## src/leb_pkg.sv

```systemverilog
`timescale 1ns / 1ps

package leb_pkg;

    localparam int MAX_LEN_DEF = 32;
    localparam int CHAR_W      = 8;
    localparam int CMD_W       = 3;

    localparam logic [CHAR_W-1:0] KEY_LOW  = 8'h20;
    localparam logic [CHAR_W-1:0] KEY_HIGH = 8'h7E;

    typedef enum logic [CMD_W-1:0] {
        CMD_HOME  = 3'd0,
        CMD_END   = 3'd1,
        CMD_LEFT  = 3'd2,
        CMD_RIGHT = 3'd3,
        CMD_TYPE  = 3'd4,
        CMD_ERASE = 3'd5,
        CMD_PRINT = 3'd6
    } cmd_t;

    typedef enum logic [2:0] {
        EMIT_NONE,
        EMIT_OK,
        EMIT_REJECT,
        EMIT_SEP,
        EMIT_CHAR
    } emit_t;

    typedef enum logic {
        RD_IDX,
        RD_IDX_M1
    } rd_sel_t;

    typedef enum logic [1:0] {
        WR_UP,
        WR_KEY,
        WR_DOWN
    } wr_sel_t;

    typedef enum logic [2:0] {
        IDX_HOLD,
        IDX_LOAD_LEN,
        IDX_LOAD_CUR,
        IDX_CLEAR,
        IDX_INC,
        IDX_DEC
    } idx_op_t;

    typedef struct packed {
        logic    latch;
        logic    exec_simple;
        idx_op_t idx_op;
        rd_sel_t rd_sel;
        logic    wr_en;
        wr_sel_t wr_sel;
        logic    commit_ins;
        logic    commit_era;
        emit_t   emit;
    } ctrl_cmd_t;

    typedef struct packed {
        logic [CMD_W-1:0] cmd;
        logic             key_ok;
        logic             full;
        logic             cur_zero;
        logic             idx_gt_cur;
        logic             idx_lt_len;
        logic             sep_hit;
        logic             len_zero;
    } dp_stat_t;

endpackage

```

## src/leb_ram.sv

```systemverilog
`timescale 1ns / 1ps

module leb_ram #(
    parameter  int WIDTH = 8,
    parameter  int DEPTH = 32,
    localparam int AW    = (DEPTH > 1) ? $clog2(DEPTH) : 1
) (
    input  logic             clk,
    input  logic             we,
    input  logic [AW-1:0]    waddr,
    input  logic [WIDTH-1:0] wdata,
    input  logic [AW-1:0]    raddr,
    output logic [WIDTH-1:0] rdata
);

    logic [WIDTH-1:0] mem [DEPTH];
    logic [WIDTH-1:0] rdata_reg;

    always_ff @(posedge clk)
    begin
        if (we)
        begin
            mem[waddr] <= wdata;
        end
        rdata_reg <= mem[raddr];
    end

    assign rdata = rdata_reg;

endmodule

```

## src/leb_ctrl.sv

```systemverilog
`timescale 1ns / 1ps

module leb_ctrl (
    input  logic                clk,
    input  logic                rst_n,
    input  logic                start,
    input  leb_pkg::dp_stat_t   stat,
    output logic                busy,
    output leb_pkg::ctrl_cmd_t  ctrl
);

    typedef enum logic [3:0] {
        S_IDLE,
        S_DECODE,
        S_INS_RD,
        S_INS_WR,
        S_ERA_RD,
        S_ERA_WR,
        S_PR_SEP,
        S_PR_RD,
        S_PR_CH
    } state_t;

    state_t state_reg, state_next;
    logic   busy_reg, busy_next;

    always_comb
    begin
        state_next       = state_reg;
        ctrl.latch       = 1'b0;
        ctrl.exec_simple = 1'b0;
        ctrl.idx_op      = leb_pkg::IDX_HOLD;
        ctrl.rd_sel      = leb_pkg::RD_IDX;
        ctrl.wr_en       = 1'b0;
        ctrl.wr_sel      = leb_pkg::WR_UP;
        ctrl.commit_ins  = 1'b0;
        ctrl.commit_era  = 1'b0;
        ctrl.emit        = leb_pkg::EMIT_NONE;
        case (state_reg)
            S_IDLE:
            begin
                if (start)
                begin
                    ctrl.latch = 1'b1;
                    state_next = S_DECODE;
                end
            end
            S_DECODE:
            begin
                state_next = S_IDLE;
                case (stat.cmd)
                    leb_pkg::CMD_HOME, leb_pkg::CMD_END,
                    leb_pkg::CMD_LEFT, leb_pkg::CMD_RIGHT:
                    begin
                        ctrl.exec_simple = 1'b1;
                        ctrl.emit        = leb_pkg::EMIT_OK;
                    end
                    leb_pkg::CMD_TYPE:
                    begin
                        if (!stat.key_ok || stat.full)
                        begin
                            ctrl.emit = leb_pkg::EMIT_REJECT;
                        end
                        else
                        begin
                            ctrl.idx_op = leb_pkg::IDX_LOAD_LEN;
                            state_next  = S_INS_RD;
                        end
                    end
                    leb_pkg::CMD_ERASE:
                    begin
                        if (stat.cur_zero)
                        begin
                            ctrl.emit = leb_pkg::EMIT_REJECT;
                        end
                        else
                        begin
                            ctrl.idx_op = leb_pkg::IDX_LOAD_CUR;
                            state_next  = S_ERA_RD;
                        end
                    end
                    leb_pkg::CMD_PRINT:
                    begin
                        ctrl.idx_op = leb_pkg::IDX_CLEAR;
                        state_next  = S_PR_SEP;
                    end
                    default:
                    begin
                        ctrl.emit = leb_pkg::EMIT_REJECT;
                    end
                endcase
            end
            S_INS_RD:
            begin
                if (stat.idx_gt_cur)
                begin
                    ctrl.rd_sel = leb_pkg::RD_IDX_M1;
                    state_next  = S_INS_WR;
                end
                else
                begin
                    ctrl.wr_en      = 1'b1;
                    ctrl.wr_sel     = leb_pkg::WR_KEY;
                    ctrl.commit_ins = 1'b1;
                    ctrl.emit       = leb_pkg::EMIT_OK;
                    state_next      = S_IDLE;
                end
            end
            S_INS_WR:
            begin
                ctrl.wr_en  = 1'b1;
                ctrl.wr_sel = leb_pkg::WR_UP;
                ctrl.idx_op = leb_pkg::IDX_DEC;
                state_next  = S_INS_RD;
            end
            S_ERA_RD:
            begin
                if (stat.idx_lt_len)
                begin
                    ctrl.rd_sel = leb_pkg::RD_IDX;
                    state_next  = S_ERA_WR;
                end
                else
                begin
                    ctrl.commit_era = 1'b1;
                    ctrl.emit       = leb_pkg::EMIT_OK;
                    state_next      = S_IDLE;
                end
            end
            S_ERA_WR:
            begin
                ctrl.wr_en  = 1'b1;
                ctrl.wr_sel = leb_pkg::WR_DOWN;
                ctrl.idx_op = leb_pkg::IDX_INC;
                state_next  = S_ERA_RD;
            end
            S_PR_SEP:
            begin
                if (stat.sep_hit)
                begin
                    ctrl.emit = leb_pkg::EMIT_SEP;
                end
                if (stat.idx_lt_len)
                begin
                    state_next = S_PR_RD;
                end
                else
                begin
                    if (!stat.sep_hit && stat.len_zero)
                    begin
                        ctrl.emit = leb_pkg::EMIT_OK;
                    end
                    state_next = S_IDLE;
                end
            end
            S_PR_RD:
            begin
                ctrl.rd_sel = leb_pkg::RD_IDX;
                state_next  = S_PR_CH;
            end
            S_PR_CH:
            begin
                ctrl.emit   = leb_pkg::EMIT_CHAR;
                ctrl.idx_op = leb_pkg::IDX_INC;
                state_next  = S_PR_SEP;
            end
            default:
            begin
                state_next = S_IDLE;
            end
        endcase
        busy_next = (state_next != S_IDLE);
    end

    always_ff @(posedge clk or negedge rst_n)
    begin
        if (!rst_n)
        begin
            state_reg <= S_IDLE;
            busy_reg  <= 1'b0;
        end
        else
        begin
            state_reg <= state_next;
            busy_reg  <= busy_next;
        end
    end

    assign busy = busy_reg;

endmodule

```

## src/leb_dp.sv

```systemverilog
`timescale 1ns / 1ps

module leb_dp #(
    parameter int MAX_LEN = leb_pkg::MAX_LEN_DEF
) (
    input  logic                       clk,
    input  logic                       rst_n,
    input  logic [leb_pkg::CMD_W-1:0]  command,
    input  logic [leb_pkg::CHAR_W-1:0] key,
    input  logic [leb_pkg::CHAR_W-1:0] separator,
    input  leb_pkg::ctrl_cmd_t         ctrl,
    output leb_pkg::dp_stat_t          stat,
    output logic                       result_valid,
    output logic                       status,
    output logic [leb_pkg::CHAR_W-1:0] out_char,
    output logic                       char_valid,
    output logic                       last
);

    localparam int LW = $clog2(MAX_LEN + 1);
    localparam int AW = (MAX_LEN > 1) ? $clog2(MAX_LEN) : 1;

    logic [leb_pkg::CMD_W-1:0]  cmd_reg;
    logic [leb_pkg::CHAR_W-1:0] key_reg;
    logic [leb_pkg::CHAR_W-1:0] sep_reg;
    logic [LW-1:0]              len_reg, len_next;
    logic [LW-1:0]              cur_reg, cur_next;
    logic [LW-1:0]              idx_reg, idx_next;
    logic                       result_valid_reg, result_valid_next;
    logic                       status_reg, status_next;
    logic [leb_pkg::CHAR_W-1:0] out_char_reg, out_char_next;
    logic                       char_valid_reg, char_valid_next;
    logic                       last_reg, last_next;

    logic [LW-1:0]              idx_m1;
    logic [LW-1:0]              idx_p1;
    logic                       sep_nz;
    logic                       sep_at_end;
    logic                       ram_we;
    logic [AW-1:0]              ram_waddr;
    logic [AW-1:0]              ram_raddr;
    logic [leb_pkg::CHAR_W-1:0] ram_wdata;
    logic [leb_pkg::CHAR_W-1:0] ram_rdata;

    assign idx_m1     = idx_reg - LW'(1);
    assign idx_p1     = idx_reg + LW'(1);
    assign sep_nz     = (sep_reg != '0);
    assign sep_at_end = (cur_reg == len_reg) && sep_nz;

    assign stat.cmd        = cmd_reg;
    assign stat.key_ok     = (key_reg >= leb_pkg::KEY_LOW) && (key_reg <= leb_pkg::KEY_HIGH);
    assign stat.full       = (len_reg == LW'(MAX_LEN));
    assign stat.cur_zero   = (cur_reg == '0);
    assign stat.idx_gt_cur = (idx_reg > cur_reg);
    assign stat.idx_lt_len = (idx_reg < len_reg);
    assign stat.sep_hit    = (idx_reg == cur_reg) && sep_nz;
    assign stat.len_zero   = (len_reg == '0);

    always_comb
    begin
        ram_raddr = (ctrl.rd_sel == leb_pkg::RD_IDX_M1) ? idx_m1[AW-1:0] : idx_reg[AW-1:0];
        ram_we    = ctrl.wr_en;
        ram_wdata = ram_rdata;
        case (ctrl.wr_sel)
            leb_pkg::WR_UP:
            begin
                ram_waddr = idx_reg[AW-1:0];
            end
            leb_pkg::WR_KEY:
            begin
                ram_waddr = cur_reg[AW-1:0];
                ram_wdata = key_reg;
            end
            leb_pkg::WR_DOWN:
            begin
                ram_waddr = idx_m1[AW-1:0];
            end
            default:
            begin
                ram_waddr = idx_reg[AW-1:0];
            end
        endcase
    end

    leb_ram #(
        .WIDTH (leb_pkg::CHAR_W),
        .DEPTH (MAX_LEN)
    ) u_ram (
        .clk   (clk),
        .we    (ram_we),
        .waddr (ram_waddr),
        .wdata (ram_wdata),
        .raddr (ram_raddr),
        .rdata (ram_rdata)
    );

    always_comb
    begin
        len_next = len_reg;
        cur_next = cur_reg;
        if (ctrl.exec_simple)
        begin
            case (cmd_reg)
                leb_pkg::CMD_HOME:
                begin
                    cur_next = '0;
                end
                leb_pkg::CMD_END:
                begin
                    cur_next = len_reg;
                end
                leb_pkg::CMD_LEFT:
                begin
                    if (cur_reg != '0)
                    begin
                        cur_next = cur_reg - LW'(1);
                    end
                end
                leb_pkg::CMD_RIGHT:
                begin
                    if (cur_reg < len_reg)
                    begin
                        cur_next = cur_reg + LW'(1);
                    end
                end
                default:
                begin
                    cur_next = cur_reg;
                end
            endcase
        end
        if (ctrl.commit_ins)
        begin
            len_next = len_reg + LW'(1);
            cur_next = cur_reg + LW'(1);
        end
        if (ctrl.commit_era)
        begin
            len_next = len_reg - LW'(1);
            cur_next = cur_reg - LW'(1);
        end
    end

    always_comb
    begin
        case (ctrl.idx_op)
            leb_pkg::IDX_LOAD_LEN: idx_next = len_reg;
            leb_pkg::IDX_LOAD_CUR: idx_next = cur_reg;
            leb_pkg::IDX_CLEAR:    idx_next = '0;
            leb_pkg::IDX_INC:      idx_next = idx_p1;
            leb_pkg::IDX_DEC:      idx_next = idx_m1;
            default:               idx_next = idx_reg;
        endcase
    end

    always_comb
    begin
        result_valid_next = 1'b1;
        status_next       = 1'b0;
        out_char_next     = '0;
        char_valid_next   = 1'b0;
        last_next         = 1'b1;
        case (ctrl.emit)
            leb_pkg::EMIT_OK:
            begin
                status_next = 1'b0;
            end
            leb_pkg::EMIT_REJECT:
            begin
                status_next = 1'b1;
            end
            leb_pkg::EMIT_SEP:
            begin
                out_char_next   = sep_reg;
                char_valid_next = 1'b1;
                last_next       = (idx_reg == len_reg);
            end
            leb_pkg::EMIT_CHAR:
            begin
                out_char_next   = ram_rdata;
                char_valid_next = 1'b1;
                last_next       = (idx_p1 == len_reg) && !sep_at_end;
            end
            default:
            begin
                result_valid_next = 1'b0;
            end
        endcase
    end

    always_ff @(posedge clk or negedge rst_n)
    begin
        if (!rst_n)
        begin
            len_reg          <= '0;
            cur_reg          <= '0;
            idx_reg          <= '0;
            result_valid_reg <= 1'b0;
        end
        else
        begin
            len_reg          <= len_next;
            cur_reg          <= cur_next;
            idx_reg          <= idx_next;
            result_valid_reg <= result_valid_next;
        end
    end

    always_ff @(posedge clk)
    begin
        if (ctrl.latch)
        begin
            cmd_reg <= command;
            key_reg <= key;
            sep_reg <= separator;
        end
        status_reg     <= status_next;
        out_char_reg   <= out_char_next;
        char_valid_reg <= char_valid_next;
        last_reg       <= last_next;
    end

    assign result_valid = result_valid_reg;
    assign status       = status_reg;
    assign out_char     = out_char_reg;
    assign char_valid   = char_valid_reg;
    assign last         = last_reg;

endmodule

```

## src/line_edit_buffer_with_cursor.sv

```systemverilog
`timescale 1ns / 1ps
// Home, end, left, right and rejected commands: result in the cycle after decode, and a
// new command is taken once busy falls. Type and erase stay busy for the read-then-write
// shift through the single-port-per-direction line store.
// Print: up to len + 1 results, each a one-cycle strobe.
// Reset clears length and cursor at once; the line store is not cleared.
// Results cannot be stalled by the receiver.

module line_edit_buffer_with_cursor #(
    parameter int MAX_LEN = leb_pkg::MAX_LEN_DEF
) (
    input  logic                       clk,
    input  logic                       rst_n,
    input  logic                       start,
    output logic                       busy,
    input  logic [leb_pkg::CMD_W-1:0]  command,
    input  logic [leb_pkg::CHAR_W-1:0] key,
    input  logic [leb_pkg::CHAR_W-1:0] separator,
    output logic                       result_valid,
    output logic                       status,
    output logic [leb_pkg::CHAR_W-1:0] out_char,
    output logic                       char_valid,
    output logic                       last
);

    leb_pkg::ctrl_cmd_t ctrl;
    leb_pkg::dp_stat_t  stat;

    leb_ctrl u_ctrl (
        .clk   (clk),
        .rst_n (rst_n),
        .start (start),
        .stat  (stat),
        .busy  (busy),
        .ctrl  (ctrl)
    );

    leb_dp #(
        .MAX_LEN (MAX_LEN)
    ) u_dp (
        .clk          (clk),
        .rst_n        (rst_n),
        .command      (command),
        .key          (key),
        .separator    (separator),
        .ctrl         (ctrl),
        .stat         (stat),
        .result_valid (result_valid),
        .status       (status),
        .out_char     (out_char),
        .char_valid   (char_valid),
        .last         (last)
    );

endmodule

```

## config.mk

```make
export PLATFORM = sky130hd
export DESIGN_NAME = line_edit_buffer_with_cursor
export DESIGN_NICKNAME = d
export VERILOG_FILES = /design/src/leb_pkg.sv /design/src/leb_ram.sv /design/src/leb_ctrl.sv /design/src/leb_dp.sv /design/src/line_edit_buffer_with_cursor.sv
export SDC_FILE = /design/constraint.sdc
export NUM_CORES = 1
export LEC_CHECK = 0
export ABC_AREA = 1
export BUFFER_PORTS_ARGS = -buffer_cell sky130_fd_sc_hd__buf_2
export CAP_MARGIN = 10
export CORE_MARGIN = 2
export CORE_UTILIZATION = 50
export CTS_BUF_LIST = sky130_fd_sc_hd__clkbuf_4 sky130_fd_sc_hd__clkbuf_8
export DETAILED_ROUTE_END_ITERATION = 7
export HOLD_SLACK_MARGIN = 0.05
export PLACE_DENSITY = 0.64
export SLEW_MARGIN = 20
export SYNTH_ARGS = -nofsm -noshare
export SYNTH_HDL_FRONTEND = slang
export SYNTH_SLANG_ARGS = --single-unit
```

## constraint.sdc

```tcl
create_clock -name clk -period 8.06 [get_ports clk]
set_input_delay 1.612 -clock clk [delete_from_list [all_inputs] [get_ports clk]]
set_output_delay 1.612 -clock clk [all_outputs]
set_load 0.02 [all_outputs]
```

# ---- Word level (Yosys, flattened, before mapping)
# Memory sizes are Yosys's and may differ from the RTL's. A register that Yosys moved wholly into a read port is not among the register bits.
# Cells that the tools add are included.
dict set report totals {
  register_bits 54
  ramBits 256
  input_bits 22
  elab_cells 132
  memories 1
}
# memory words word_bits read_ports rd_ports_with_merged_regs wr line_no
set mem_list {}
lappend mem_list {u_dp.u_ram.mem 32 8 1 1 1 leb_ram.sv:16} ;# logic [WIDTH-1:0] mem [DEPTH];
dict set report op_classes {
  add_sub_neg 6
  magnitude_cmp 5
  eq_ne 32
  muxes 50
  n_reduce_logical 25
}
# operator n
set op_table {}
lappend op_table {{6-bit two-way mux} 7}
lappend op_table {{4-bit one-hot mux with 9 select lines} 1}
lappend op_table {{6-bit one-hot mux with 5 select lines} 1}
lappend op_table {{3-bit one-hot mux with 3 select lines} 3}
lappend op_table {{6-bit == test} 4}
lappend op_table {{6-bit one-hot mux with 4 select lines} 1}
lappend op_table {{6-bit by 1-bit adder with 6-bit output (second input constant)} 3}
lappend op_table {{3-bit by 2-bit == test with 1-bit output (second input constant)} 6}
lappend op_table {{3-bit == test (second input constant)} 6}
lappend op_table {{6-bit by 1-bit subtractor with 6-bit output (second input constant)} 3}
lappend op_table {{4-bit by 3-bit == test with 1-bit output (second input constant)} 4}
lappend op_table {{8-bit one-hot mux with 2 select lines} 1}
lappend op_table {{1-bit two-way mux} 15}
lappend op_table {{3-bit one-hot mux with 5 select lines} 1}
lappend op_table {{2-bit two-way mux} 7}
lappend op_table {{6-bit logical NOT} 2}
lappend op_table {{6-bit < comparator} 2}
lappend op_table {{3-bit two-way mux} 4}
lappend op_table {{4-bit two-way mux} 3}
lappend op_table {{3-bit one-hot mux with 4 select lines} 1}
lappend op_table {{4-bit one-hot mux with 3 select lines} 1}
lappend op_table {{6-bit nonzero test} 2}
lappend op_table {{5-bit one-hot mux with 2 select lines} 1}
lappend op_table {{3-bit by 1-bit == test with 1-bit output (second input constant)} 3}
lappend op_table {{other kinds (26)} 36}

# ---- Longest topological paths before layout
# Gate-level depths: netlist of run 1.
dict set report depth {
  word_depth 10
  ltp_mapped 21
  mapped_depth_nobuf 19
}

# ---- By module
# From an unflattened synthesis of run 1, not the netlist that was laid out.
dict set report unflattened {
  cells_unflattened 1461
  area_unflattened_um2 14735.4
}
# module n_inst cells_each area_per_inst_um2 seq_area_each_um2
set modules_own_cells {}
lappend modules_own_cells {leb_ram 1 922 10786.6 7847.5}
lappend modules_own_cells {leb_dp 1 462 3493.4 1266.2}
lappend modules_own_cells {leb_ctrl 1 77 455.4 125.1}

# ---- Least setup slack after synthesis of run 1
# OpenSTA, ideal clock, no wires.
dict set report synth_timing {
  path_kind {reg2reg}
  startpoint {register u_dp.cur_reg[3]}
  endpoint {memory u_dp.u_ram.mem[0][5] (data pin)}
  setup_ps 454
  arrival_ps 3750
  required_time_ps 7606
  slack_ps 3856
  stages_incl_launch_ff 16
  synth_period_minus_slack_ps 4204
  cell_sequence {dfrtp_1 clkbuf_1 inv_1 ha_1 nand2_1 nor2_1 nand2_1 nand3_1 nand2_1 nand2_1 clkbuf_1 inv_1 ha_1 clkbuf_1 clkbuf_1 o21ai_0}
}
dict set report synth_between {
  elab_chain_cells 5
}
# element line_no
set synth_rtl {}
lappend synth_rtl {{start: declaration} leb_dp.sv:27} ;# logic [LW-1:0] cur_reg, cur_next;
lappend synth_rtl {{start signal: assignment} leb_dp.sv:203} ;# cur_reg <= cur_next;
lappend synth_rtl {{6-bit greater-than comparator} leb_dp.sv:54} ;# assign stat.idx_gt_cur = (idx_reg > cur_reg);
lappend synth_rtl {{4-bit two-way mux} leb_ctrl.sv:95} ;# if (stat.idx_gt_cur)
lappend synth_rtl {{3-bit one-hot mux with 3 select lines} leb_ctrl.sv:39} ;# case (state_reg)
lappend synth_rtl {{2-bit by 1-bit == test with 1-bit output} leb_dp.sv:64} ;# case (ctrl.wr_sel)
lappend synth_rtl {{8-bit two-way mux} leb_dp.sv:64}
lappend synth_rtl {{via u_dp.ram_wdata, one bit} leb_dp.sv:42} ;# logic [leb_pkg::CHAR_W-1:0] ram_wdata;
lappend synth_rtl {{end: declaration} leb_ram.sv:16}
# The timed path passes the listed nets, and every way through them passes these cells.

# ---- Worst setup path after layout of run 1
dict set report layout_timing {
  startpoint {register u_dp.cur_reg[2]}
  endpoint {memory u_dp.u_ram.mem[14][2], enable pin}
}
dict set report layout_between {
  elab_chain_cells 5
  elab_cells_between_ends 8
}
# element line_no
set layout_rtl {}
lappend layout_rtl {{6-bit greater-than comparator} leb_dp.sv:54}
lappend layout_rtl {{4-bit two-way mux} leb_ctrl.sv:95}
lappend layout_rtl {{3-bit one-hot mux with 3 select lines} leb_ctrl.sv:39}
lappend layout_rtl {{2-bit == test, or another cell as far along} leb_dp.sv:64}
lappend layout_rtl {{5-bit one-hot mux with 2 select lines or 1-bit two-way mux (tied branches)} {leb_dp.sv:64, leb_ram.sv:23}}
# Parallel ways exist; a longest one is shown, timed or not.

==> results of run 1 <==
## power by group
part	internal (mW)	leakage (nW)	total, mW	switching (mW)
registers	2.23	2.95	2.34	0.114
clock network	0.712	0.518	1.33	0.622
logic	0.751	3.81	2.95	2.20
## layout by cell type (no fill, tap or decap), types with 9 or more instances in the layout
cell type / instances
sky130_fd_sc_hd__nand2_1: 351
sky130_fd_sc_hd__inv_1: 303
sky130_fd_sc_hd__nand3_1: 291
sky130_fd_sc_hd__edfxtp_1: 275
sky130_fd_sc_hd__nor2_1: 65
sky130_fd_sc_hd__clkbuf_8: 55
sky130_fd_sc_hd__o21ai_0: 39
sky130_fd_sc_hd__buf_2: 34
sky130_fd_sc_hd__ha_1: 28
sky130_fd_sc_hd__nand3b_1: 26
sky130_fd_sc_hd__dfrtp_1: 24
sky130_fd_sc_hd__clkbuf_4: 19
sky130_fd_sc_hd__dfxtp_1: 19
sky130_fd_sc_hd__a21oi_1: 18
sky130_fd_sc_hd__xor2_1: 18
sky130_fd_sc_hd__buf_4: 16
sky130_fd_sc_hd__nor3_1: 15
sky130_fd_sc_hd__o21ai_2: 10
sky130_fd_sc_hd__nand4_1: 10
sky130_fd_sc_hd__o211ai_1: 10
sky130_fd_sc_hd__clkinv_1: 9
## routing by layer
metal	vias to the layer above	routed length, µm	global-route usage, %	part of all wire (%)
met4	0	1120	8.16	2.9
li1	5365	-	-	-
met3	97	3280	4.77	8.4
met1	5278	17900	36.6	46
met5	-	0	0	0
met2	493	16800	37.0	43
## cell families (layout without fill, tap and decap cells)
kind of cell,count (synthesis),in the layout,synth area share (%)
DFF,318,318,60.6
buffers and inverters,372,445,9.50
AOI/OAI and AO/OA,94,94,3.69
adders and majority gates,29,29,2.43
xor gates and xnor gates,21,21,1.21
and+or+nand+nor,769,769,22.5
## cell type report
type	count	area, µm²
tap	390	488
timing repair buffer	50	290
clock buffer	74	900
clock inverter	14	67.6
inverter	307	1150
fill	2642	13100
sequential	318	9240
multi-input combinational	913	4590
## final timing paths
| check | cells past startpoint | end | startpoint |
|---|---|---|---|
| hold reg to reg | 2 | u_dp.out_char[3]$_DFF_P_ | u_dp.sep_reg[3]$_DFFE_PP_ |
| setup reg to reg | 15 | u_dp.u_ram.mem[14][2]$_DFFE_PP_ | u_dp.cur_reg[2]$_DFFE_PN0P_ |
| min in group asynchronous | 1 | u_dp.idx_reg[3]$_DFFE_PN0P_ | rst_n |
| max in group asynchronous | 1 | u_ctrl.state_reg[2]$_DFF_PN0_ | rst_n |
| hold / removal | 2 | u_dp.out_char[3]$_DFF_P_ | u_dp.sep_reg[3]$_DFFE_PP_ |
| setup / recovery | 15 | u_dp.u_ram.mem[14][2]$_DFFE_PP_ | u_dp.cur_reg[2]$_DFFE_PN0P_ |
## worst max-delay path: cells and delay by family (launching register included)
family,cells,cell delay (ns)
AO/OA/AOI/OAI,2,0.23
adder cells (fa/ha/maj),2,1.03
buffers and inverters,2,0.37
flip-flops,1,0.56
AND/OR/NAND/NOR,9,2.38
## Yosys cell counts (3+ instances only)
library cell,n,area (µm²)
sky130_fd_sc_hd__o211ai_1,10,75.1
sky130_fd_sc_hd__buf_1,4,15.0
sky130_fd_sc_hd__inv_1,304,1140
sky130_fd_sc_hd__nor3_1,15,75.1
sky130_fd_sc_hd__xnor2_1,3,26.3
sky130_fd_sc_hd__buf_4,4,30.0
sky130_fd_sc_hd__nand4_1,10,62.6
sky130_fd_sc_hd__nand3b_1,26,195
sky130_fd_sc_hd__nor4_1,3,18.8
sky130_fd_sc_hd__nor2_1,65,244
sky130_fd_sc_hd__dfxtp_1,19,380
sky130_fd_sc_hd__a22oi_1,5,37.5
sky130_fd_sc_hd__xor2_1,18,158
sky130_fd_sc_hd__o21ai_0,47,235
sky130_fd_sc_hd__clkbuf_1,28,105
sky130_fd_sc_hd__dfrtp_1,24,601
sky130_fd_sc_hd__nand3_1,291,1460
sky130_fd_sc_hd__a21oi_1,18,90.1
sky130_fd_sc_hd__nand2_1,353,1330
sky130_fd_sc_hd__edfxtp_1,275,8260
sky130_fd_sc_hd__buf_2,29,145
sky130_fd_sc_hd__ha_1,28,350
## per-stage QoR
step | power, mW | cell area [µm²] | util (%)
final | 6.62 | 16700 | 56.1
after floorplan | 4.23 | 15200 | -
after CTS | 6.60 | 16700 | 56.1
after global routing | 7.01 | 16700 | 56.1
after global placement | 5.26 | 15800 | 52.9
after detailed placement | 5.27 | 15800 | 52.9
==> impl_results.html, run 1 <==
<table>
<tr><th>Metric</th><th>Value</th></tr>
<tr><th colspan="2">Outcome</th></tr>
<tr><td>Run status</td><td>complete, no violations</td></tr>
<tr><th colspan="2">Job</th></tr>
<tr><td>Number of maximum-capacitance constraint violations</td><td>0</td></tr>
<tr><th colspan="2">STA</th></tr>
<tr><td>Final worst setup slack</td><td>3.08 ns</td></tr>
<tr><td>Sum of negative setup slack</td><td>0 ns</td></tr>
<tr><td>Clock Skew</td><td>0.0223 ns</td></tr>
<tr><td>Share of the clock period used by the worst path</td><td>61.8%</td></tr>
<tr><td>Worst max-slew margin expressed relative to the limit</td><td>32.3%</td></tr>
<tr><td>Transition time of the tightest slew-check pin</td><td>1.01 ns</td></tr>
<tr><td>Count of endpoints failing hold in the final timing report</td><td>0</td></tr>
<tr><td>Setup repair after global routing missed its margin</td><td>false</td></tr>
<tr><td>Highest clock rate</td><td>201 MHz</td></tr>
<tr><td>Worst Hold Margin</td><td>0.503 ns</td></tr>
<tr><td>Crit path time final</td><td>4.98 ns</td></tr>
<tr><td>Number of failing setup endpoints in the final timing report</td><td>0</td></tr>
<tr><td>Number of slew-limit violations in the final report</td><td>0</td></tr>
<tr><th colspan="2">Synthesis</th></tr>
<tr><td>Post-synth top flop</td><td>sky130_fd_sc_hd__edfxtp_1</td></tr>
<tr><td>Number of enable flip-flop cells after synthesis</td><td>275</td></tr>
<tr><td>Number of warnings printed during yosys synthesis</td><td>0</td></tr>
<tr><td>Number of distinct library cells after synthesis</td><td>41</td></tr>
<tr><td>Post-Synthesis Net Count</td><td>1654</td></tr>
<tr><td>Number of instances in the synthesized netlist</td><td>1603</td></tr>
<tr><td>Cell Area, Synth</td><td>15200 µm²</td></tr>
<tr><td>Proportion of synthesized chip area in sequential cells</td><td>60.6%</td></tr>
<tr><td>Synth Area per Inst</td><td>9.51 µm²</td></tr>
<tr><td>Post-synthesis register bit count</td><td>318</td></tr>
<tr><td>Proportion of synthesized flip-flops having asynchronous set or reset</td><td>7.55%</td></tr>
<tr><th colspan="2">CTS</th></tr>
<tr><td>Number of setup buffers added after CTS</td><td>0</td></tr>
<tr><td>Clock-pin slew reported for the worst setup and hold paths after clock tree synthesis</td><td>0.06 ns</td></tr>
<tr><td>CTS H-tree lvls</td><td>2</td></tr>
<tr><td>Cell chosen for the clock root</td><td>sky130_fd_sc_hd__clkbuf_8</td></tr>
<tr><td>Latest clock arrival within the worst-skew pair</td><td>0.58 ns</td></tr>
<tr><td>Clock tree from TritonCTS</td><td>yes</td></tr>
<tr><td>TritonCTS buffer count</td><td>51</td></tr>
<tr><td>Number of hold buffers added after cts</td><td>0</td></tr>
<tr><td>Post-cts sizing count</td><td>0</td></tr>
<tr><td>Clock Sink Count</td><td>318</td></tr>
<tr><td>Deepest clock path buffer count</td><td>3</td></tr>
<tr><th colspan="2">Floorplanning</th></tr>
<tr><td>Std-Cell Core Area</td><td>29800 µm²</td></tr>
<tr><td>Row count</td><td>63</td></tr>
<tr><td>Number of primary I/O pins</td><td>35</td></tr>
<tr><td>Die H</td><td>179 µm</td></tr>
<tr><td>Die W</td><td>179 µm</td></tr>
<tr><td>Starting utilization of the core area</td><td>51.1%</td></tr>
<tr><td>Overall die area</td><td>31900 µm²</td></tr>
<tr><th colspan="2">Setup path</th></tr>
<tr><td>Setup crit end kind</td><td>register</td></tr>
<tr><td>R2r setup slk</td><td>3.08 ns</td></tr>
<tr><td>CP Cell Sequence</td><td>inv_1, ha_1, nand2_1, nor2_1, nand3_1, nand2_1, nand2_1, inv_1, ha_1, nand2_1, o21ai_0, nand2_1, o21ai_0, nand3_1, nor2_1</td></tr>
<tr><td>Worst path slowest cell</td><td>sky130_fd_sc_hd__nor2_1</td></tr>
<tr><td>Launching element type of the critical path</td><td>register</td></tr>
<tr><td>Critical path class</td><td>reg2reg</td></tr>
<tr><td>Data required time of the worst path</td><td>8.26 ns</td></tr>
<tr><td>Data arrival time of the critical path</td><td>5.18 ns</td></tr>
<tr><td>Critical path peak fanout</td><td>21</td></tr>
<tr><td>Most used cell along the critical path</td><td>sky130_fd_sc_hd__nand2_1</td></tr>
<tr><td>Peak per-stage delay on the critical path</td><td>0.80 ns</td></tr>
<tr><th colspan="2">Drt</th></tr>
<tr><td>Wire length per cell</td><td>18.9 µm</td></tr>
<tr><td>First drt pass iteration count</td><td>5</td></tr>
<tr><td>Count of routing violations after the opening detailed-route iteration</td><td>1093</td></tr>
<tr><td>Total wire length</td><td>39.1 mm</td></tr>
<tr><td>Vias per cell</td><td>5.44</td></tr>
<tr><td>Antenna-violating nets left</td><td>0</td></tr>
<tr><td>Total number of vias</td><td>11200</td></tr>
<tr><td>DRC</td><td>0</td></tr>
<tr><th colspan="2">Cells and area</th></tr>
<tr><td>Net total in the final layout</td><td>1692</td></tr>
<tr><td>Final standard cell count with taps included and fillers excluded</td><td>2066</td></tr>
<tr><td>Number of flip-flops in the largest register</td><td>256</td></tr>
<tr><td>Share of cells above drive strength 1</td><td>9.25%</td></tr>
<tr><td>Signed area change from the synthesized netlist to the final layout</td><td>9.78%</td></tr>
<tr><td># diodes</td><td>0</td></tr>
<tr><td>Largest register by flop count</td><td>u_dp.u_ram.mem</td></tr>
<tr><th colspan="2">Placement</th></tr>
<tr><td>Placed cell count</td><td>1978</td></tr>
<tr><td>Port Buffers</td><td>34</td></tr>
<tr><td>Setup WS pre-CTS</td><td>3.17 ns</td></tr>
<tr><td>Detail Placement HPWL</td><td>24.6 mm</td></tr>
<tr><td>RePlAce Congestion</td><td>0.948</td></tr>
<tr><th colspan="2">Global route</th></tr>
<tr><td>First-pass GRT wire length</td><td>59.6 mm</td></tr>
<tr><td>Grt ovf</td><td>0</td></tr>
<tr><td>Maximum number of pins on one net before global-route repair</td><td>90</td></tr>
<tr><td>Number of antenna violations at the first check in global routing</td><td>0</td></tr>
<tr><td>Via count of the first global-routing pass</td><td>10400</td></tr>
<tr><td>Global Route Usage Sum</td><td>24.8%</td></tr>
<tr><th colspan="2">Power</th></tr>
<tr><td>Leakage power</td><td>7.27 nW</td></tr>
<tr><td>Maximum vdd ir drop</td><td>198 µV</td></tr>
<tr><td>Areal power density over the cells</td><td>396 nW/µm²</td></tr>
<tr><th colspan="2">Hold path</th></tr>
<tr><td>Min-delay worst type</td><td>reg2reg</td></tr>
</table>
No activity file was read; power rests on OpenSTA's default activity.
==> inputs of run 2 (changes only) <==
--- a/config.mk
+++ b/config.mk
@@ -13,7 +13,7 @@
 export CTS_BUF_LIST = sky130_fd_sc_hd__clkbuf_4 sky130_fd_sc_hd__clkbuf_8
 export DETAILED_ROUTE_END_ITERATION = 7
 export HOLD_SLACK_MARGIN = 0.05
-export PLACE_DENSITY = 0.64
+export PLACE_DENSITY = 0.67
 export SLEW_MARGIN = 20
 export SYNTH_ARGS = -nofsm -noshare
 export SYNTH_HDL_FRONTEND = slang
==> constraint.sdc (replaced) <==
create_clock -name clk -period 4.5 [get_ports clk]
set_input_delay 0.9 -clock clk [delete_from_list [all_inputs] [get_ports clk]]
set_output_delay 0.9 -clock clk [all_outputs]
set_load 0.02 [all_outputs]
==> run 2 against run 1 <==
Against the previous run:
- final cell count grew 2.0%
- first-iteration DRC count grew 19%
- combinational power grew 82%
- global-route usage grew 0.12 points
- register-to-register slack lost 2.7 ns
==> impl_results.html, run 2 (synthesis results as in run 1) <==
<table>
<tr><th>Metric</th><th>Value</th></tr>
<tr><th colspan="2">Cells and area</th></tr>
<tr><td>Largest register by flop count</td><td>u_dp.u_ram.mem</td></tr>
<tr><td># diodes</td><td>0</td></tr>
<tr><td>Share of cells above drive strength 1</td><td>11.6%</td></tr>
<tr><td>Signed area change from the synthesized netlist to the final layout</td><td>12.2%</td></tr>
<tr><td>Net total in the final layout</td><td>1732</td></tr>
<tr><td>Most frequent cells in the layout</td><td>351 x sky130_fd_sc_hd__nand2_1, 303 x sky130_fd_sc_hd__inv_1, 291 x sky130_fd_sc_hd__nand3_1</td></tr>
<tr><td>Area of all placed cells without fillers</td><td>17100 µm²</td></tr>
<tr><td>Most frequent standard cell in the layout excluding fill and tap cells</td><td>sky130_fd_sc_hd__nand2_1</td></tr>
<tr><td>Number of flip-flops in the largest register</td><td>256</td></tr>
<tr><td>Final standard cell count with taps included and fillers excluded</td><td>2108</td></tr>
<tr><th colspan="2">STA</th></tr>
<tr><td>Share of the clock period used by the worst path</td><td>91.7%</td></tr>
<tr><td>Setup repair after global routing missed its margin</td><td>false</td></tr>
<tr><td>Clock Skew</td><td>0.0375 ns</td></tr>
<tr><td>Count of endpoints failing hold in the final timing report</td><td>0</td></tr>
<tr><td>Sum of negative setup slack</td><td>0 ns</td></tr>
<tr><td>Highest clock rate</td><td>242 MHz</td></tr>
<tr><td>Worst max-slew margin expressed relative to the limit</td><td>48.2%</td></tr>
<tr><td>Crit path time final</td><td>4.13 ns</td></tr>
<tr><td>Transition time of the tightest slew-check pin</td><td>0.775 ns</td></tr>
<tr><td>Number of failing setup endpoints in the final timing report</td><td>0</td></tr>
<tr><td>Number of slew-limit violations in the final report</td><td>0</td></tr>
<tr><th colspan="2">CTS</th></tr>
<tr><td>TritonCTS buffer count</td><td>52</td></tr>
<tr><td>Number of hold buffers added after cts</td><td>0</td></tr>
<tr><td>Number of setup buffers added after CTS</td><td>0</td></tr>
<tr><td>Latest clock arrival within the worst-skew pair</td><td>0.58 ns</td></tr>
<tr><td>Clock tree from TritonCTS</td><td>yes</td></tr>
<tr><td>Post-cts sizing count</td><td>0</td></tr>
<tr><td>Cell chosen for the clock root</td><td>sky130_fd_sc_hd__clkbuf_8</td></tr>
<tr><td>Clock Sink Count</td><td>318</td></tr>
<tr><td>CTS H-tree lvls</td><td>2</td></tr>
<tr><td>Deepest clock path buffer count</td><td>3</td></tr>
<tr><td>Clock-pin slew reported for the worst setup and hold paths after clock tree synthesis</td><td>0.06 ns</td></tr>
<tr><th colspan="2">Placement</th></tr>
<tr><td>Placed cell count</td><td>2017</td></tr>
<tr><td>RePlAce Congestion</td><td>0.939</td></tr>
<tr><td>Detail Placement HPWL</td><td>25.3 mm</td></tr>
<tr><td>Port Buffers</td><td>34</td></tr>
<tr><td>Instance area after placement</td><td>16100 µm²</td></tr>
<tr><th colspan="2">Setup path</th></tr>
<tr><td>Launch point of the worst path</td><td>u_dp.cur_reg[2]$_DFFE_PN0P_</td></tr>
<tr><td>Data required time of the worst path</td><td>4.68 ns</td></tr>
<tr><td>Critical path class</td><td>reg2reg</td></tr>
<tr><td>R2r setup slk</td><td>0.37 ns</td></tr>
<tr><td>Setup crit end kind</td><td>register</td></tr>
<tr><td>End of the worst register-to-register path</td><td>u_dp.u_ram.mem[6][7]$_DFFE_PP_</td></tr>
<tr><td>R2R cell count</td><td>14</td></tr>
<tr><td>RR Startpoint</td><td>u_dp.cur_reg[2]$_DFFE_PN0P_</td></tr>
<tr><td>Worst setup path end</td><td>u_dp.u_ram.mem[6][7]$_DFFE_PP_</td></tr>
<tr><td>Launching element type of the critical path</td><td>register</td></tr>
<tr><td>Critical path peak fanout</td><td>11</td></tr>
<tr><td>Data arrival time of the critical path</td><td>4.30 ns</td></tr>
<tr><th colspan="2">Job</th></tr>
<tr><td>Number of maximum-capacitance constraint violations</td><td>0</td></tr>
<tr><th colspan="2">Outcome</th></tr>
<tr><td>Run status</td><td>complete, no violations</td></tr>
<tr><th colspan="2">Global route</th></tr>
<tr><td>Number of antenna violations at the first check in global routing</td><td>0</td></tr>
<tr><td>Maximum number of pins on one net before global-route repair</td><td>76</td></tr>
<tr><td>Global Route Usage Sum</td><td>25.0%</td></tr>
<tr><td>First-pass GRT wire length</td><td>60.5 mm</td></tr>
<tr><td>Via count of the first global-routing pass</td><td>10700</td></tr>
<tr><td>Grt ovf</td><td>0</td></tr>
<tr><th colspan="2">Drt</th></tr>
<tr><td>Vias per cell</td><td>5.43</td></tr>
<tr><td>Antenna-violating nets left</td><td>0</td></tr>
<tr><td>Total wire length</td><td>39.1 mm</td></tr>
<tr><td>Total number of vias</td><td>11500</td></tr>
<tr><td>DRC</td><td>0</td></tr>
<tr><td>First drt pass iteration count</td><td>6</td></tr>
<tr><td>Count of routing violations after the opening detailed-route iteration</td><td>1297</td></tr>
<tr><td>Wire length per cell</td><td>18.5 µm</td></tr>
<tr><th colspan="2">Power</th></tr>
<tr><td>Post-layout total power</td><td>12.0 mW</td></tr>
<tr><td>Maximum vdd ir drop</td><td>310 µV</td></tr>
<tr><td>Power share of the clock group</td><td>20.2%</td></tr>
<tr><td>Power spent charging and discharging nets</td><td>5.20 mW</td></tr>
<tr><td>Areal power density over the cells</td><td>701 nW/µm²</td></tr>
<tr><td>Leakage power</td><td>7.51 nW</td></tr>
<tr><td>Power share of the combinational group</td><td>44.7%</td></tr>
<tr><td>Power Internal</td><td>6.78 mW</td></tr>
<tr><td>Switching power as a share of total power</td><td>43.4%</td></tr>
<tr><td>Part of the total power dissipated in sequential elements</td><td>35.0%</td></tr>
<tr><th colspan="2">Floorplanning</th></tr>
<tr><td>Die H</td><td>179 µm</td></tr>
<tr><td>Die W</td><td>179 µm</td></tr>
<tr><td>Overall die area</td><td>31900 µm²</td></tr>
<tr><td>Row count</td><td>63</td></tr>
<tr><td>Starting utilization of the core area</td><td>51.1%</td></tr>
<tr><td>Std-Cell Core Area</td><td>29800 µm²</td></tr>
<tr><td>Number of primary I/O pins</td><td>35</td></tr>
<tr><th colspan="2">Hold path</th></tr>
<tr><td>Min-delay worst type</td><td>in2async</td></tr>
</table>
run 2: cell types whose count changed in the layout (fill, tap and decap cells not counted), sizes merged:
cell	delta
buf	+39
clkinv	-1
clkinvlp	+1
clkbuf	+3
run 2: metal layers:
layer	share of wire [%]	GRT usage (%)
met1	44	36.1
met2	44	38.3
met3	9.2	4.94
met4	2.2	7.32
met5	0	0
run 2: power groups by stage:
stage          clock network [mW]  logic (mW)  registers (mW)
4_1_cts                      2.47        5.27            4.19
5_1_grt                      2.59        5.87            4.22
2_1_floorplan                   0        3.37            4.21
6_report                     2.43        5.36            4.20
3_3_place_gp                    0        5.23            4.25
3_5_place_dp                    0        5.25            4.25
run 2: per-stage QoR:
stage / worst slack (ns) / util [%] / hold WS, ns
2_1_floorplan: 0.296 / - / 0.446
3_3_place_gp: 0.632 / 54.0 / 0.485
3_5_place_dp: 0.457 / 54.0 / 0.462
4_1_cts: 0.414 / 57.4 / 0.317
5_1_grt: 0.0598 / 57.4 / 0.357
6_report: 0.375 / 57.4 / 0.329
run 2: layout make-up:
type | instances | area (µm²)
Fill cell | 2576 | 12700
Sequential cell | 318 | 9240
Multi-Input combinational cell | 913 | 4590
Inverter | 307 | 1150
Clock buffer | 77 | 941
Timing Repair Buffer | 89 | 621
Tap cell | 390 | 488
Clock inverter | 14 | 68.8
run 2: how the worst min path moves through the flow:
stage | from | endpoint | slack, ns | cells past startpoint
floorplan | u_dp.u_ram.rdata[0]$_DFF_P_ | u_dp.out_char[0]$_DFF_P_ | 0.45 | 2
global placement | u_dp.sep_reg[2]$_DFFE_PP_ | u_dp.out_char[2]$_DFF_P_ | 0.49 | 2
detailed placement | u_dp.sep_reg[1]$_DFFE_PP_ | u_dp.out_char[1]$_DFF_P_ | 0.46 | 2
CTS | rst_n | u_dp.cur_reg[4]$_DFFE_PN0P_ | 0.32 | 1
global route | rst_n | u_dp.cur_reg[4]$_DFFE_PN0P_ | 0.36 | 1
finish | rst_n | u_dp.cur_reg[4]$_DFFE_PN0P_ | 0.33 | 1
run 2: critical path, stage by stage (launching register included):
cell and delay [ns]:
sky130_fd_sc_hd__dfrtp_1 0.63, sky130_fd_sc_hd__inv_1 0.13, sky130_fd_sc_hd__ha_1 0.29, sky130_fd_sc_hd__nand2_1 0.04, sky130_fd_sc_hd__nor2_1 0.14, sky130_fd_sc_hd__nand2_1 0.07
sky130_fd_sc_hd__nand3_1 0.15, sky130_fd_sc_hd__nand2_1 0.07, sky130_fd_sc_hd__nand2_1 0.07, sky130_fd_sc_hd__inv_1 0.11, sky130_fd_sc_hd__ha_1 0.43, sky130_fd_sc_hd__inv_1 0.09
sky130_fd_sc_hd__o21ai_0 0.35, sky130_fd_sc_hd__nand3_1 0.43, sky130_fd_sc_hd__nor2_1 0.68
